--- src/crc8bs_pkg.sv ---
// Package for the bit-serial CRC generator/checker.
// Holds the shared constants, the register index codes and the queue entry kinds.
// No dependencies.
`timescale 1ns / 1ps

package crc8bs_pkg;

    localparam int CRC_WIDTH_DEF   = 8;
    localparam int QUEUE_DEPTH_DEF = 4;
    localparam int POLY_LOW_W      = 8;
    localparam int CFG_ADDR_W      = 1;
    localparam int CFG_DATA_W      = 8;
    localparam int KIND_W          = 2;

    localparam logic [POLY_LOW_W-1:0] POLY_LOW_RESET = 8'h07;
    localparam logic                  MODE_GENERATE  = 1'b0;

    // Configuration register indexes.
    localparam logic [CFG_ADDR_W-1:0] REG_MODE     = 1'b0;
    localparam logic [CFG_ADDR_W-1:0] REG_POLY_LOW = 1'b1;

    // What the back end has to do for one queued entry.
    typedef enum logic [KIND_W-1:0] {
        KIND_ECHO     = 2'b01,
        KIND_ECHO_CRC = 2'b10,
        KIND_CHECK    = 2'b11
    } kind_t;

endpackage

--- src/crc8bs_front.sv ---
// Front end: configuration registers, input acceptance and the running remainder.
// Classifies each accepted bit into a queue entry; in check mode only the last bit makes one. Depends on crc8bs_pkg.
`timescale 1ns / 1ps

module crc8bs_front import crc8bs_pkg::*; #(
    parameter int CRC_WIDTH = CRC_WIDTH_DEF
) (
    input  logic                    aclk,
    input  logic                    aresetn,
    input  logic                    cfg_wr_en,
    input  logic [CFG_ADDR_W-1:0]   cfg_addr,
    input  logic [CFG_DATA_W-1:0]   cfg_wdata,
    input  logic                    s_tvalid,
    output logic                    s_tready,
    input  logic                    in_bit,
    input  logic                    in_last,
    output logic                    push_valid,
    input  logic                    push_ready,
    output logic [CRC_WIDTH+3:0]    push_data
);

    logic                  mode_reg, mode_next;
    logic [POLY_LOW_W-1:0] poly_low_reg, poly_low_next;
    logic [CRC_WIDTH-1:0]  rem_reg, rem_next;
    logic [CRC_WIDTH-1:0]  poly_w;
    logic [CRC_WIDTH-1:0]  rem_upd;
    logic                  top;
    logic                  accept;
    kind_t                 kind;
    logic                  ok;

    assign s_tready = push_ready;
    assign accept   = s_tvalid && push_ready;
    assign poly_w   = CRC_WIDTH'(poly_low_reg);
    assign top      = rem_reg[CRC_WIDTH-1];

    always_comb begin
        mode_next     = mode_reg;
        poly_low_next = poly_low_reg;
        if (cfg_wr_en) begin
            case (cfg_addr)
                REG_MODE:     mode_next     = cfg_wdata[0];
                REG_POLY_LOW: poly_low_next = cfg_wdata[POLY_LOW_W-1:0];
                default:      ;
            endcase
        end
    end

    always_comb begin
        if (mode_reg == MODE_GENERATE) begin
            // Direct (non-augmented) division: the message bit enters through the feedback tap.
            rem_upd = rem_reg << 1;
            if (top ^ in_bit) begin
                rem_upd = rem_upd ^ poly_w;
            end
            kind = in_last ? KIND_ECHO_CRC : KIND_ECHO;
        end else begin
            rem_upd = (rem_reg << 1) | CRC_WIDTH'(in_bit);
            if (top) begin
                rem_upd = rem_upd ^ poly_w;
            end
            kind = KIND_CHECK;
        end
        ok = (rem_upd == '0);
    end

    // Check mode only produces a result on the last bit.
    assign push_valid = s_tvalid && ((mode_reg == MODE_GENERATE) || in_last);
    assign push_data  = {kind, in_bit, ok, rem_upd};

    always_comb begin
        rem_next = rem_reg;
        if (accept) begin
            rem_next = in_last ? '0 : rem_upd;
        end
    end

    always_ff @(posedge aclk) begin
        if (!aresetn) begin
            mode_reg     <= MODE_GENERATE;
            poly_low_reg <= POLY_LOW_RESET;
            rem_reg      <= '0;
        end else begin
            mode_reg     <= mode_next;
            poly_low_reg <= poly_low_next;
            rem_reg      <= rem_next;
        end
    end

endmodule

--- src/crc8bs_queue.sv ---
// Small register FIFO between the front and back ends.
// Generic in width and depth. Depends on crc8bs_pkg for its default width and depth.
`timescale 1ns / 1ps

module crc8bs_queue import crc8bs_pkg::*; #(
    parameter int DATA_W = CRC_WIDTH_DEF + 4,
    parameter int DEPTH  = QUEUE_DEPTH_DEF
) (
    input  logic              aclk,
    input  logic              aresetn,
    input  logic              wr_valid,
    output logic              wr_ready,
    input  logic [DATA_W-1:0] wr_data,
    output logic              rd_valid,
    input  logic              rd_ready,
    output logic [DATA_W-1:0] rd_data
);

    localparam int PTR_W = (DEPTH > 1) ? $clog2(DEPTH) : 1;
    localparam int CNT_W = $clog2(DEPTH + 1);

    logic [DATA_W-1:0] mem_reg [DEPTH];
    logic [PTR_W-1:0]  wr_ptr_reg, wr_ptr_next;
    logic [PTR_W-1:0]  rd_ptr_reg, rd_ptr_next;
    logic [CNT_W-1:0]  count_reg, count_next;
    logic              do_wr, do_rd;

    assign wr_ready = (count_reg != CNT_W'(DEPTH));
    assign rd_valid = (count_reg != '0);
    assign rd_data  = mem_reg[rd_ptr_reg];
    assign do_wr    = wr_valid && wr_ready;
    assign do_rd    = rd_valid && rd_ready;

    always_comb begin
        wr_ptr_next = wr_ptr_reg;
        rd_ptr_next = rd_ptr_reg;
        count_next  = count_reg;
        if (do_wr) begin
            wr_ptr_next = (wr_ptr_reg == PTR_W'(DEPTH - 1)) ? '0 : wr_ptr_reg + 1'b1;
        end
        if (do_rd) begin
            rd_ptr_next = (rd_ptr_reg == PTR_W'(DEPTH - 1)) ? '0 : rd_ptr_reg + 1'b1;
        end
        if (do_wr && !do_rd) begin
            count_next = count_reg + 1'b1;
        end else if (do_rd && !do_wr) begin
            count_next = count_reg - 1'b1;
        end
    end

    always_ff @(posedge aclk) begin
        if (do_wr) begin
            mem_reg[wr_ptr_reg] <= wr_data;
        end
    end

    always_ff @(posedge aclk) begin
        if (!aresetn) begin
            wr_ptr_reg <= '0;
            rd_ptr_reg <= '0;
            count_reg  <= '0;
        end else begin
            wr_ptr_reg <= wr_ptr_next;
            rd_ptr_reg <= rd_ptr_next;
            count_reg  <= count_next;
        end
    end

endmodule

--- src/crc8bs_back.sv ---
// Back end: turns queue entries into result transactions in an output register.
// Shifts out the CRC bits after a generate-mode last bit. Depends on crc8bs_pkg.
`timescale 1ns / 1ps

module crc8bs_back import crc8bs_pkg::*; #(
    parameter int CRC_WIDTH = CRC_WIDTH_DEF
) (
    input  logic                  aclk,
    input  logic                  aresetn,
    input  logic                  pop_valid,
    output logic                  pop_ready,
    input  logic [CRC_WIDTH+3:0]  pop_data,
    output logic                  m_tvalid,
    input  logic                  m_tready,
    output logic                  out_bit,
    output logic                  out_last,
    output logic                  check_ok
);

    localparam int CNT_W = $clog2(CRC_WIDTH + 1);

    logic                 valid_reg, valid_next;
    logic                 bit_reg, bit_next;
    logic                 last_reg, last_next;
    logic                 ok_reg, ok_next;
    logic [CRC_WIDTH-1:0] shift_reg, shift_next;
    logic [CNT_W-1:0]     cnt_reg, cnt_next;
    logic                 adv;
    kind_t                e_kind;
    logic                 e_bit;
    logic                 e_ok;
    logic [CRC_WIDTH-1:0] e_rem;

    assign e_kind = kind_t'(pop_data[CRC_WIDTH+3:CRC_WIDTH+2]);
    assign e_bit  = pop_data[CRC_WIDTH+1];
    assign e_ok   = pop_data[CRC_WIDTH];
    assign e_rem  = pop_data[CRC_WIDTH-1:0];

    assign adv       = !valid_reg || m_tready;
    assign pop_ready = adv && (cnt_reg == '0);

    always_comb begin
        valid_next = valid_reg;
        bit_next   = bit_reg;
        last_next  = last_reg;
        ok_next    = ok_reg;
        shift_next = shift_reg;
        cnt_next   = cnt_reg;
        if (adv) begin
            if (cnt_reg != '0) begin
                // CRC bits go out most significant first.
                valid_next = 1'b1;
                bit_next   = shift_reg[CRC_WIDTH-1];
                last_next  = (cnt_reg == CNT_W'(1));
                ok_next    = 1'b0;
                shift_next = shift_reg << 1;
                cnt_next   = cnt_reg - 1'b1;
            end else if (pop_valid) begin
                valid_next = 1'b1;
                case (e_kind)
                    KIND_ECHO: begin
                        bit_next  = e_bit;
                        last_next = 1'b0;
                        ok_next   = 1'b0;
                    end
                    KIND_ECHO_CRC: begin
                        bit_next   = e_bit;
                        last_next  = 1'b0;
                        ok_next    = 1'b0;
                        shift_next = e_rem;
                        cnt_next   = CNT_W'(CRC_WIDTH);
                    end
                    KIND_CHECK: begin
                        bit_next  = 1'b0;
                        last_next = 1'b1;
                        ok_next   = e_ok;
                    end
                    default: begin
                        bit_next  = 1'b0;
                        last_next = 1'b0;
                        ok_next   = 1'b0;
                    end
                endcase
            end else begin
                valid_next = 1'b0;
            end
        end
    end

    always_ff @(posedge aclk) begin
        bit_reg   <= bit_next;
        last_reg  <= last_next;
        ok_reg    <= ok_next;
        shift_reg <= shift_next;
    end

    always_ff @(posedge aclk) begin
        if (!aresetn) begin
            valid_reg <= 1'b0;
            cnt_reg   <= '0;
        end else begin
            valid_reg <= valid_next;
            cnt_reg   <= cnt_next;
        end
    end

    assign m_tvalid = valid_reg;
    assign out_bit  = bit_reg;
    assign out_last = last_reg;
    assign check_ok = ok_reg;

endmodule

--- src/crc8_bit_serial_gen_check_unit.sv ---
// Bit-serial CRC generator/checker, MSB first, zero init, no reflection, no final xor.
// Each result passes through the queue and then the back-end output register.
// Throughput: one input bit per cycle while s_tready is high (the queue is not full);
// after a generate-mode last bit the back end sends the CRC_WIDTH CRC bits and pops no
// entries meanwhile, so with the result side ready s_tready drops once the queue fills.
// Reset (synchronous, aresetn low): remainder 0, mode generate, poly 0x07, queue empty.
`timescale 1ns / 1ps

module crc8_bit_serial_gen_check_unit import crc8bs_pkg::*; #(
    parameter int CRC_WIDTH   = CRC_WIDTH_DEF,
    parameter int QUEUE_DEPTH = QUEUE_DEPTH_DEF
) (
    input  logic                  aclk,
    input  logic                  aresetn,
    input  logic                  cfg_wr_en,
    input  logic [CFG_ADDR_W-1:0] cfg_addr,
    input  logic [CFG_DATA_W-1:0] cfg_wdata,
    input  logic                  s_tvalid,
    output logic                  s_tready,
    input  logic [7:0]            s_tdata,   // [0] in_bit, [7:1] zero
    input  logic                  s_tlast,
    output logic                  m_tvalid,
    input  logic                  m_tready,
    output logic [7:0]            m_tdata,   // [0] out_bit, [1] check_ok, [7:2] zero
    output logic                  m_tlast
);

    localparam int ENTRY_W = CRC_WIDTH + 4;

    logic               push_valid, push_ready;
    logic [ENTRY_W-1:0] push_data;
    logic               pop_valid, pop_ready;
    logic [ENTRY_W-1:0] pop_data;
    logic               out_bit, check_ok;

    crc8bs_front #(
        .CRC_WIDTH(CRC_WIDTH)
    ) u_front (
        .aclk      (aclk),
        .aresetn   (aresetn),
        .cfg_wr_en (cfg_wr_en),
        .cfg_addr  (cfg_addr),
        .cfg_wdata (cfg_wdata),
        .s_tvalid  (s_tvalid),
        .s_tready  (s_tready),
        .in_bit    (s_tdata[0]),
        .in_last   (s_tlast),
        .push_valid(push_valid),
        .push_ready(push_ready),
        .push_data (push_data)
    );

    crc8bs_queue #(
        .DATA_W(ENTRY_W),
        .DEPTH (QUEUE_DEPTH)
    ) u_queue (
        .aclk    (aclk),
        .aresetn (aresetn),
        .wr_valid(push_valid),
        .wr_ready(push_ready),
        .wr_data (push_data),
        .rd_valid(pop_valid),
        .rd_ready(pop_ready),
        .rd_data (pop_data)
    );

    crc8bs_back #(
        .CRC_WIDTH(CRC_WIDTH)
    ) u_back (
        .aclk     (aclk),
        .aresetn  (aresetn),
        .pop_valid(pop_valid),
        .pop_ready(pop_ready),
        .pop_data (pop_data),
        .m_tvalid (m_tvalid),
        .m_tready (m_tready),
        .out_bit  (out_bit),
        .out_last (m_tlast),
        .check_ok (check_ok)
    );

    assign m_tdata = {6'b0, check_ok, out_bit};

endmodule
--- config.mk ---
export PLATFORM = sky130hd
export DESIGN_NAME = crc8_bit_serial_gen_check_unit
export DESIGN_NICKNAME = d
export VERILOG_FILES = /design/src/crc8bs_pkg.sv /design/src/crc8bs_front.sv /design/src/crc8bs_queue.sv /design/src/crc8bs_back.sv /design/src/crc8_bit_serial_gen_check_unit.sv
export SDC_FILE = /design/constraint.sdc
export NUM_CORES = 1
export LEC_CHECK = 0
export BUFFER_PORTS_ARGS = -buffer_cell sky130_fd_sc_hd__buf_2
export CAP_MARGIN = 15
export CORE_MARGIN = 2
export CORE_UTILIZATION = 59
export DETAILED_ROUTE_END_ITERATION = 12
export GPL_TIMING_DRIVEN = 0
export PLACE_DENSITY = 0.79
export SYNTH_ARGS = -nofsm -noshare
export SYNTH_HDL_FRONTEND = slang
export SYNTH_HIERARCHICAL = 1
export SYNTH_SLANG_ARGS = --single-unit
--- constraint.sdc ---
create_clock -name aclk -period 2.8 [get_ports aclk]
set_input_delay 0.56 -clock aclk [delete_from_list [all_inputs] [get_ports aclk]]
set_output_delay 0.56 -clock aclk [all_outputs]
set_load 0.01 [all_outputs]
Yosys cells after proc, flatten, opt, wreduce, memory -nomap -nowiden
Memory sizes are Yosys's and may differ from the RTL's. A register that Yosys moved wholly into a read port is not among the register bits.
Index checks and enable logic that the tools add are counted.
{"block": "word_totals", "ff_bits": 40, "ramBits": 48, "inputBits": 23, "output_inout_bits": 11, "wordCells": 86, "mem_count": 1}
{"name": "u_queue.mem_reg", "depth": 4, "word_bits": 12, "read_ports": 1, "rd_ports_with_merged_regs": 1, "wr": 1, "line": "crc8bs_queue.sv:22", "source": "logic [DATA_W-1:0] mem_reg [DEPTH];"}
{"block": "op_classes", "n_addsub": 5, "eq_ne": 7, "muxes": 30, "bitwise": 6, "n_reduce_logical": 24}
{"cell": "$mux W8", "count": 7}
{"cell": "$xor A8 B8 Y8", "count": 2}
{"cell": "$mux W1", "count": 12}
{"cell": "$mux W2", "count": 6}
{"cell": "$mux W4", "count": 3}
{"cell": "$eq A2 B2 Y1 const B", "count": 4}
{"cell": "$logic_not A8 Y1", "count": 1}
{"cell": "$or A8 B1 Y8", "count": 1}
{"cell": "$logic_and A1 B1 Y1", "count": 7}
{"cell": "$mux W3", "count": 2}
{"cell": "$reduce_and A2 Y1", "count": 3}
{"cell": "$reduce_bool A2 Y1", "count": 3}
{"cell": "$add A2 B1 Y2 const B", "count": 2}
{"cell": "$eq A4 B1 Y1 const B", "count": 1}
{"cell": "$logic_not A4 Y1", "count": 1}
{"cell": "$reduce_bool A4 Y1", "count": 1}
{"cell": "$sub A4 B1 Y4 const B", "count": 1}
{"cell": "$add A3 B1 Y3 const B", "count": 1}
{"cell": "$logic_not A1 Y1", "count": 3}
{"cell": "$ne A3 B3 Y1 const B", "count": 1}
{"cell": "$reduce_and A3 Y1", "count": 1}
{"cell": "$reduce_bool A3 Y1", "count": 1}
{"cell": "$sub A3 B1 Y3 const B", "count": 1}
{"cell": "$eq A2 B1 Y1 const B", "count": 1}
{"cell": "other kinds (4)", "count": 6}

Longest topological paths before layout
{"block": "depth", "depth_word": 8, "depth_mapped": 11, "mapped_depth_nobuf": 9}

Hierarchy
Netlist, hierarchy kept.
{"module": "crc8bs_queue", "instances": 1, "cells_per_inst": 113, "area_each_um2": 2208.4, "seq_area_each_um2": 1621.6}
{"module": "crc8bs_front", "instances": 1, "cells_per_inst": 124, "area_each_um2": 1034.7, "seq_area_each_um2": 340.3}
{"module": "crc8bs_back", "instances": 1, "cells_per_inst": 75, "area_each_um2": 752.0, "seq_area_each_um2": 430.4}
{"module": "crc8_bit_serial_gen_check_unit", "instances": 1, "cells_per_inst": 9, "area_each_um2": 63.8, "seq_area_each_um2": 0.0}

Worst setup path after synthesis
Ideal clock, no wire load.
{"block": "synth_timing", "path_kind": "input port to flip-flop", "start": "input port m_tready", "end": "register u_queue.count_reg[2]", "setup_time_ns": 0.076, "arrival_ns": 2.475, "slack_ns": 0.249, "stages": 10, "n_path_buf": 1, "path_cell_list": "nor2b_1 > clkbuf_1 > nor2_1 > o31ai_1 > ha_1 > inv_1 > fa_1 > xor2_1 > or3_2 > a21boi_0"}
{"block": "synth_via", "elab_chain_cells": 6, "elab_cells_between_ends": 8}
{"item": "from (decl)", "line": "crc8_bit_serial_gen_check_unit.sv:23", "source": "input logic m_tready,"}
{"item": "$logic_or A1 B1 Y1 *", "line": "crc8bs_back.sv:39", "source": "assign adv = !valid_reg || m_tready;"}
{"item": "$logic_and A1 B1 Y1 *", "line": "crc8bs_back.sv:40", "source": "assign pop_ready = adv && (cnt_reg == '0);"}
{"item": "via pop_ready", "line": "crc8_bit_serial_gen_check_unit.sv:32", "source": "logic pop_valid, pop_ready;"}
{"item": "$logic_and A1 B1 Y1 *", "line": "crc8bs_queue.sv:32", "source": "assign do_rd = rd_valid && rd_ready;"}
{"item": "$logic_not A1 Y1", "line": "crc8bs_queue.sv:44", "source": "if (do_wr && !do_rd) begin"}
{"item": "$logic_and A1 B1 Y1", "line": "crc8bs_queue.sv:44"}
{"item": "$mux W3 / $reduce_bool A2 Y1 (equally long branches)"}
{"item": "to (signal assigned)", "line": "crc8bs_queue.sv:65", "source": "count_reg <= count_next;"}
{"item": "to (decl)", "line": "crc8bs_queue.sv:25", "source": "logic [CNT_W-1:0] count_reg, count_next;"}
The timed path passes the listed nets; every way through them passes the cells marked *.
A chain may end at the register's enable or synchronous reset.

Worst setup path in the final report
{"block": "layout_timing", "start": "register u_back.cnt_reg[0]", "end": "register u_queue.count_reg[2]"}
{"block": "layout_via", "elab_chain_cells": 6, "elab_cells_between_ends": 8}
{"item": "from (decl)", "line": "crc8bs_back.sv:27", "source": "logic [CNT_W-1:0] cnt_reg, cnt_next;"}
{"item": "from (signal assigned)", "line": "crc8bs_back.sv:103", "source": "cnt_reg <= cnt_next;"}
{"item": "$logic_not A4 Y1 *", "line": "crc8bs_back.sv:40"}
{"item": "$logic_and A1 B1 Y1 *", "line": "crc8bs_back.sv:40"}
{"item": "via pop_ready", "line": "crc8_bit_serial_gen_check_unit.sv:32"}
{"item": "$logic_and A1 B1 Y1 *", "line": "crc8bs_queue.sv:32"}
{"item": "$logic_not A1 Y1", "line": "crc8bs_queue.sv:44"}
{"item": "$logic_and A1 B1 Y1", "line": "crc8bs_queue.sv:44"}
{"item": "$mux W3 / $reduce_bool A2 Y1 (equally long branches)"}
Marks and branches as above.

==> flow_summary.toml <==
[outcome]
status = "finished clean"

[cts]
cts_sinks = 90
clk_latency_ns = 0.35
cts_max_level = 3
cts_tree = "yes"
clkSlewWorstSetupHoldPaths_ns = 0.08
clock_path_buffers = 2
cts_root_buffer = "clkbuf_8"
postCtsSetupBuffers = 0
cts_made_buffers = 9

[timing]
finalSetupTns_ns = 0
relSlewSlack = 0.591
slew_viol_final = 0
holdWs_ns = 0.420
worst_slew_pin_slew_ns = 0.608
hold_viol = 0
finalSetupViolCount = 0
fin_skew_ns = 0.00884
rsz0062_at_grt = "no"
period_share = 0.962
timing.fmax_mhz = 371
fin_crit_ns = 2.69

[final_layout]
synthToLayoutAreaGrowth_pct = 9.31
fin_nets = 387
regArea_um2 = 2390
largest_register_ffs = 48
layout-drive-gt1-share = 0.239
final_util = 0.660
num-fill-cells = 480
n_antenna_cell = 0
multi_input_area_um2 = 1490
mostFrequentLayoutCells = "62 x nand2_1, 59 x edfxtp_1, 31 x dfxtp_1"
final_common_cell = "nand2_1"

[yosys]
synth_area_leaders = "edfxtp_1 44%, dfxtp_1 15%, mux4_2 6.7%"
ys.flop_type = "edfxtp_1"
synthesis.area_um2 = 4060
synth_warnings = 6
async_reset_ff_frac = 0
synth_cell_types = 53
synth_edf_count = 59
ys_seq_area_frac = 0.589
syn_area_per_cell_um2 = 12.6
synthCells = 321
yosysTopAreaCellShare = 0.436
synth.largest_area_cell = "edfxtp_1"
ys_ff_latch = 90

[floorplanning]
die_x_um = 86.9
die_h_um = 86.9
io_pins = 34
coreArea_um2 = 6720
start_util = 0.604
fp-row-count = 30
die-area_um2 = 7560

[routing]
final_antenna_net_count = 0
post_drt_wl_per_cell_um = 15.0
dr.pass1.iters = 4
drc_errors = 0
drt_iter0_drc = 152
vias = 2406
viasPerCell = 5.47
finalWirelength_um = 6600

[critical_path]
endpoint_kind = "flip-flop"
worstSetupPathType = "flip-flop to flip-flop"
r2r_start = "u_back/cnt_reg[0]$_SDFFE_PN0P_"
path_max_fanout = 13
r2r-end = "u_queue/count_reg[2]$_SDFFE_PN0P_"
crit_end = "u_queue/count_reg[2]$_SDFFE_PN0P_"
r2r_slack_ns = 0.11
startpoint_type = "flip-flop"
r2r.worst_path.cells = 10
setup.worst_path.start = "u_back/cnt_reg[0]$_SDFFE_PN0P_"
cp.required_ns = 3.05
arrival_ns = 2.95

[global_routing]
grt-ovfl-total = 0
grt_max_degree = 16
grt_pass1_wl_um = 10700
antenna_found_initial = 0
grt_pass1_vias = 2302
grt_use_total = 0.190

[job]
drv_cap = 0

[pwr]
ir_worst_vdd_v = 0.000385
power_mw = 3.86
power.density_nw_per_um2 = 869
cellLeakagePower_nw = 1.70

[hold_path]
hold_path.class = "input pin to flip-flop"
whs_path_depth = 3

[place]
dp_hpwl_um = 4750
portBuffers = 19
place.gp.congestion = 0.795
what timing repair did:
| action | CTS | global route |
|---|---|---|
| setup endpoints to repair | 1 | 9 |
| endpoints found under the hold margin | 0 | 0 |
| hold buffers | 0 | 0 |
| gates resized for setup | 0 | 4 |
logic make-up after synthesis:
kind of cell / after synthesis / synth area share
AO/OA/AOI/OAI: 38 / 0.0650
flip-flops: 90 / 0.589
other: 1 / 0.000924
XOR/XNOR: 11 / 0.0330
buffers and inverters: 35 / 0.0496
AND/OR/NAND/NOR: 122 / 0.158
multiplexers: 15 / 0.0740
adder cells (fa/ha/maj): 9 / 0.0296
area by class of cell:
class                   instances  area share
flip-flops and latches         90       0.539
well taps                      80      0.0226
inverters                      11     0.00931
repair buffers                 19      0.0214
clock buffers                  11      0.0296
clock inverters                 5     0.00705
multi-input cells             201       0.335
plain buffers                  23      0.0355
synthesized netlist by cell type, types with 2 or more instances:
master / instances
a21boi_0: 8
a21oi_1: 2
a22o_1: 2
and2_1: 10
and3_1: 2
and3_2: 4
buf_4: 12
buf_6: 3
clkbuf_1: 6
dfxtp_1: 31
edfxtp_1: 59
ha_1: 8
inv_1: 11
mux2i_1: 3
mux4_2: 12
nand2_1: 62
nand2b_1: 3
nand3_1: 6
nand4_1: 2
nand4bb_1: 7
nor2_1: 9
nor2b_1: 4
nor4_1: 2
o21ai_0: 6
o21ai_1: 7
o21ai_2: 5
or3_2: 2
xnor2_1: 4
xnor2_2: 3
xor2_1: 2
xor2_2: 2
worst min-delay path by stage:
stage / start / to / slack (ns)
detailed placement: u_front/poly_low_reg[6]$_SDFFE_PN0P_ / u_front/poly_low_reg[6]$_SDFFE_PN0P_ / 0.47
floorplan: u_front/poly_low_reg[7]$_SDFFE_PN0P_ / u_front/poly_low_reg[7]$_SDFFE_PN0P_ / 0.46
global route: s_tdata[0] / u_queue/mem_reg[2][9]$_DFFE_PP_ / 0.41
CTS: cfg_wdata[1] / u_front/poly_low_reg[1]$_SDFFE_PN1P_ / 0.40
global placement: u_front/poly_low_reg[6]$_SDFFE_PN0P_ / u_front/poly_low_reg[6]$_SDFFE_PN0P_ / 0.47
finish: cfg_wdata[1] / u_front/poly_low_reg[1]$_SDFFE_PN1P_ / 0.42
metrics by stage:
stage          cell area [µm²]  setup slack, ns  std cells
2_1_floorplan             4080            0.249        326
3_3_place_gp              4270          -0.0883        425
3_5_place_dp              4270           -0.226        425
4_1_cts                   4430           0.0589        440
5_1_grt                   4440          0.00525        440
6_report                  4440            0.106        440
report_power, final:
group | switching [mW] | internal (mW) | total (mW)
logic | 0.693 | 0.544 | 1.24
registers | 0.122 | 1.76 | 1.88
clock network | 0.421 | 0.320 | 0.741
total | 1.24 | 2.62 | 3.86
per-layer routing:
metal | vias up | global-route usage | share of wire
met5 | - | 0 | 0
met2 | 60 | 0.321 | 0.49
li1 | 1194 | - | -
met1 | 1145 | 0.238 | 0.45
met4 | 0 | 0.0767 | 0.014
met3 | 7 | 0.0436 | 0.041
critical path: stages, from the launching register on:
cell and delay (ns):
dfxtp_1 0.32, buf_6 0.13, or4_4 0.60, nor2_1 0.17
o31ai_1 0.17, ha_1 0.24, inv_1 0.08, fa_1 0.18
xor2_1 0.08, or3_2 0.40, a21boi_0 0.23
Power figures use the tool's default switching activity.
